--- src/design/assert_macros.svh ---
// assertion helpers included by hough_line_pair_intersect
`ifndef ASSERT_MACROS_SVH
`define ASSERT_MACROS_SVH

// checked property, disabled while reset is asserted
`define ASSERT_CLK(label, clk, rst_n, prop, msg) \
    label: assert property (@(posedge clk) disable iff (!rst_n) prop) else $error(msg);

// checked property, also active during reset
`define ASSERT_CLK_NR(label, clk, prop, msg) \
    label: assert property (@(posedge clk) prop) else $error(msg);

`endif

--- src/design/hlpi_pkg.sv ---
// ---------------------------------------------------------------------------
// hlpi_pkg
// Shared types and constants of the Hough line pair intersection block.
// ---------------------------------------------------------------------------
package hlpi_pkg;

    localparam logic [15:0] MIN_ANGLE_RESET = 16'd2048;
    localparam logic [31:0] ONE_Q30         = 32'h4000_0000;
    localparam logic [64:0] HALF_Q30        = 65'h0_2000_0000;
    localparam int          NUM_CELLS       = 33;
    localparam int          NUM_STAGES      = 43;

    // quarter wave taylor coefficients, q30, alternating sign
    localparam logic [31:0] TAYLOR_Q30 [0:4] = '{
        32'd1686629713, 32'd693598668, 32'd85569306, 32'd5026995, 32'd172273
    };

    // one restoring division step state
    typedef struct packed {
        logic [31:0] r;
        logic [32:0] n;
        logic [32:0] q;
        logic [31:0] d;
    } div_cell_t;

    typedef struct packed {
        logic acc;
        logic neg_x;
        logic neg_y;
        logic ovf_x;
        logic ovf_y;
        logic dz;
    } side_t;

    // (a*b + 2^29) >> 30
    function automatic logic [33:0] rnd_mul(input logic [31:0] a, input logic [31:0] b);
        logic [64:0] pr;
        pr = 65'(a) * 65'(b) + HALF_Q30;
        return pr[63:30];
    endfunction

endpackage

--- src/design/hlpi_div_cell.sv ---
// ---------------------------------------------------------------------------
// hlpi_div_cell
// One restoring division cell: takes one numerator bit, yields one quotient bit.
// ---------------------------------------------------------------------------
module hlpi_div_cell import hlpi_pkg::*; (
    input  logic      aclk,
    input  logic      en,
    input  div_cell_t st_in,
    output div_cell_t st_out
);

    logic [32:0] t;
    logic        ge;
    logic [32:0] diff;
    div_cell_t   st_next;
    div_cell_t   st_reg;

    always_comb begin
        t    = {st_in.r, st_in.n[32]};
        ge   = t >= {1'b0, st_in.d};
        diff = t - {1'b0, st_in.d};
        st_next.r = ge ? diff[31:0] : t[31:0];
        st_next.n = {st_in.n[31:0], 1'b0};
        st_next.q = {st_in.q[31:0], ge};
        st_next.d = st_in.d;
    end

    always_ff @(posedge aclk) begin
        if (en) begin
            st_reg <= st_next;
        end
    end

    assign st_out = st_reg;

endmodule

--- config.mk ---
export PLATFORM = sky130hd
export DESIGN_NAME = hlpi_div_cell
export DESIGN_NICKNAME = d
export VERILOG_FILES = /design/src/design/assert_macros.svh /design/src/design/hlpi_pkg.sv /design/src/design/hlpi_div_cell.sv
export SDC_FILE = /design/constraint.sdc
export NUM_CORES = 1
export LEC_CHECK = 0
export ABC_AREA = 1
export BUFFER_PORTS_ARGS = -buffer_cell sky130_fd_sc_hd__buf_2
export CORE_ASPECT_RATIO = 0.5
export CORE_MARGIN = 4
export CORE_UTILIZATION = 45
export CTS_CLUSTER_SIZE = 8
export DETAILED_ROUTE_END_ITERATION = 16
export GPL_TIMING_DRIVEN = 0
export PLACE_DENSITY_LB_ADDON = 0.25
export SYNTH_ARGS = -nofsm -noshare
export SYNTH_HDL_FRONTEND = slang
export SYNTH_SLANG_ARGS = --single-unit
--- constraint.sdc ---
create_clock -name aclk -period 5.9 [get_ports aclk]
set_input_delay 1.18 -clock aclk [delete_from_list [all_inputs] [get_ports aclk]]
set_output_delay 1.18 -clock aclk [all_outputs]
set_load 0.02 [all_outputs]
Word level (Yosys, flattened, before mapping)
Cells that the tools add are included.
{ "word_totals": {"ff_bits": 129, "in_bits": 132, "out_inout_bits": 130, "word_cells": 7} }
{ "op_classes": {"add_sub_neg": 1, "order_cmp": 1, "muxes": 1} }
{ "op_table": {"columns": ["operator", "count"], "rows": [
  ["33-bit by 32-bit greater-or-equal comparator with 1-bit output", 1],
  ["32-bit two-way mux", 1],
  ["32-bit subtractor", 1]
]} }

Depth between registers and ports, before layout
{ "logic_depth": {"word_depth": 2, "ltp_mapped": 16, "depth_no_buf": 14} }

Worst setup path before layout
Ideal clock, no wire load.
{ "synth_timing": {"path_kind": "input to register", "from": "in st_in[97] (netlist name)", "to": "reg st_reg, in the netlist st_out[114], data pin", "setup_time_ps": 252, "arrival_time_ps": 2523, "required_ps": 5648, "path_slack_ps": 3125, "path_stages": 13, "n_path_buf": 0, "path_cell_list": "inv_1 > ha_1 > fa_1 > inv_1 > nand3_1 > nand3_1 > nand2_1 > nand3_1 > nand3_1 > nand2_1 > nand2_1 > nand3_2 > nand2_1"} }
{ "synth_rtl": {"columns": ["item", "line_no", "text"], "rows": [
  ["start, declared", "hlpi_div_cell.sv:8", "input div_cell_t st_in,"],
  ["end signal, assigned", "hlpi_div_cell.sv:30", "st_reg <= st_next;"],
  ["end, declared", "hlpi_div_cell.sv:16", "div_cell_t st_reg;"]
]} }

==> results.py <==
metrics = {
    "run_status": {
        "outcome": "finished clean",
    },
    "yosys": {
        "synth_seq_cells": 129,
        "yosys_warnings": 0,
        "post_synth_inst_count": 783,
        "yosysSeqAreaShare": 0.547,
        "avgSynthCellArea_um2": 9.04,
        "cell_area_synth_um2": 7080,
        "synthesis.nets": 948,
        "post_synth_num_cell_types": 31,
    },
    "place": {
        "dp.final_hpwl_um": 15600,
        "post-place-cells": 1247,
        "placement.io_buffers": 259,
        "finalWeightedCongestion": 0.886,
        "place_ws_ns": 2.43,
    },
    "clock_tree": {
        "hold_buffers": 0,
        "clk_path_buf_depth": 2,
        "h-tree-depth": 4,
        "post_cts_resize_count": 0,
        "post_cts_buffers": 0,
        "clock-root-buffer": "clkbuf_16",
        "clkSlewWorstSetupHoldPaths_ns": 0.07,
        "tritoncts.num_buffers": 17,
        "clock_tree_from_tritoncts": "built",
        "clkSinkCount": 129,
    },
    "worst_setup_path": {
        "critPathKind": "input pin to flip-flop",
        "cp-end-kind": "flip-flop",
        "required_time_of_the_critical_path_ns": 6.06,
        "worst_setup_path_start_kind": "input pin",
        "critPathMaxFanout": 10,
        "critPathArrivalTime_ns": 3.27,
    },
    "grt": {
        "grtUsageTotal": 0.222,
        "grt_pass1_vias": 5874,
        "grt_first_pass_wirelength_um": 31100,
        "grt_max_degree": 108,
        "globalRouteOverflowTotal": 0,
        "grt_antenna_before_repair": 0,
    },
    "sta": {
        "grt_setup_unrepaired": "false",
        "fin_setup_tns_ns": 0,
        "clock.fmax_mhz": 322,
        "period_minus_slack_ns": 3.11,
        "maxSlewViolCount": 0,
        "tightestPinTransition_ns": 0.549,
        "relSlewSlack": 0.634,
        "timing.final.setup_violations": 0,
        "finalHoldViolCount": 0,
        "postLayoutSetupSlackWorst_ns": 2.79,
        "layout_worst_path_cycle_share": 0.527,
    },
    "finish": {
        "post_route_cells_drive_above_1_share": 0.311,
        "final_cell_count_no_fill": 1279,
        "postLayoutCoreUtil": 0.600,
        "area_growth_pct": 30.6,
        "largest_reg_flops": 129,
        "final_nets": 1227,
        "insertedDiodeCount": 0,
        "num-fill-cells": 1406,
    },
    "die": {
        "floorplan.die.width_um": 185,
        "num_io_pins": 262,
        "rows": 32,
        "die_area_um2": 17900,
        "floorplan.die.height_um": 96.7,
        "fp.coreArea_um2": 15400,
        "initial_core_util": 0.459,
    },
    "routing": {
        "first_pass_iters": 5,
        "num_vias": 5919,
        "drc_violation_total_after_the_first_tritonroute_iteration": 385,
        "remaining_drc_errors": 0,
        "postRouteAntennaNets": 0,
        "routedWlPerCell_um": 15.6,
        "route.detailed.vias_per_inst": 4.63,
        "wirelength_um": 19900,
    },
    "power_and_ir_drop": {
        "max-vdd-ir-drop_uv": 199,
        "power-per-cell-area_nw_per_um2": 302,
        "p_leak_nw": 4.78,
    },
    "hold_path": {
        "timing.hold.worst.class": "input pin to flip-flop",
    },
    "flow_run": {
        "max-cap-violations": 0,
    },
}
## kinds of logic after synthesis
logic type | after synthesis | synth area share
fa+ha+maj | 33 | 0.0594
flops | 129 | 0.547
compound gates | 24 | 0.0173
other cells | 1 | 0.000530
buf+inv | 163 | 0.0931
simple gates | 419 | 0.265
xor+xnor | 14 | 0.0173
## layer usage
layer / share of wire / wire length, µm / up-vias / global-route usage
met1: 0.48 / 9560 / 2646 / 0.327
met4: 0.0032 / 63 / 0 / 0.0389
met3: 0.084 / 1670 / 4 / 0.0575
met5: 0 / 0 / - / 0
li1: - / - / 3055 / -
met2: 0.43 / 8600 / 214 / 0.337
## critical path, stage by stage
cell and delay, ns:
buf_2 0.09, inv_1 0.04, ha_1 0.37, nand2_1 0.15, nor2_1 0.34, nand2_1 0.16, nor2_2 0.20, nand2_1 0.08
nand3_1 0.16, nor2_4 0.09, buf_2 0.22, nand3_1 0.11, nand2_1 0.06
## worst paths after layout
check | start | end | slack (ns) | depth (start not counted)
worst max-delay path | st_in[23] | st_out[128] | 2.79 | 13
worst min-delay path | st_in[80] | st_out[81] | 0.94 | 1
## metrics by stage
step                area, µm²  total power, W  hold WS (ns)
global route             9250         0.00294         0.913
detailed placement       8660         0.00176          1.36
finish                   9250         0.00280         0.939
CTS                      9250         0.00282         0.921
global placement         8630         0.00175          1.36
floorplan                7080         0.00153          1.28
## synth_stat cells
master / number / area share
buf_6: 1 / 0.0016
nand3_1: 52 / 0.037
buf_12: 1 / 0.0028
buf_2: 7 / 0.0049
buf_8: 1 / 0.0021
a21oi_1: 21 / 0.015
nor3_2: 2 / 0.0028
nor2_1: 34 / 0.018
or2_1: 1 / 0.00088
nand2_4: 1 / 0.0016
buf_4: 1 / 0.0011
nor3_1: 6 / 0.0042
fa_1: 1 / 0.0028
nand4_1: 2 / 0.0018
xor2_1: 13 / 0.016
nand2_1: 276 / 0.15
inv_2: 3 / 0.0016
o21bai_1: 1 / 0.0011
nand3b_1: 10 / 0.011
and2_1: 8 / 0.0071
nand3_2: 16 / 0.023
nand2_2: 4 / 0.0035
nand2_8: 1 / 0.0028
conb_1: 1 / 0.00053
nor2_4: 1 / 0.0016
o21ai_0: 2 / 0.0014
nor2_2: 5 / 0.0044
xnor2_1: 1 / 0.0012
edfxtp_1: 129 / 0.55
ha_1: 32 / 0.057
inv_1: 149 / 0.079
## cells in the final DEF, fill, tap and decap left out, types with 5 or more instances in the layout
cell type  instances
xor2_1            13
nand3_1           52
nor2_1            34
nand3b_1          10
inv_6              5
clkbuf_16         17
a21oi_1           21
nand3_2           16
nand2_1          276
edfxtp_1         129
nor3_1             6
inv_1            149
nor2_2             5
and2_1             8
buf_2            265
ha_1              32
## final cells by class
cell class | count | area (µm²) | share of cell area
Clock buffer | 18 | 429 | 0.0464
Timing Repair Buffer | 260 | 1330 | 0.144
Clock inverter | 14 | 153 | 0.0165
Buffer | 11 | 88.8 | 0.00961
Sequential cell | 129 | 3870 | 0.419
Inverter | 152 | 571 | 0.0617
Multi-Input combinational cell | 491 | 2550 | 0.275
Tap cell | 204 | 255 | 0.0276
## power breakdown
part | switching (W) | total, W | leakage, nW | internal (W)
Clock | 0.000425 | 0.00105 | 0.276 | 0.000628
Combinational | 0.000404 | 0.000607 | 3.25 | 0.000203
Sequential | 0.0000189 | 0.00113 | 1.26 | 0.00112
(Power assumes the default switching activity.)
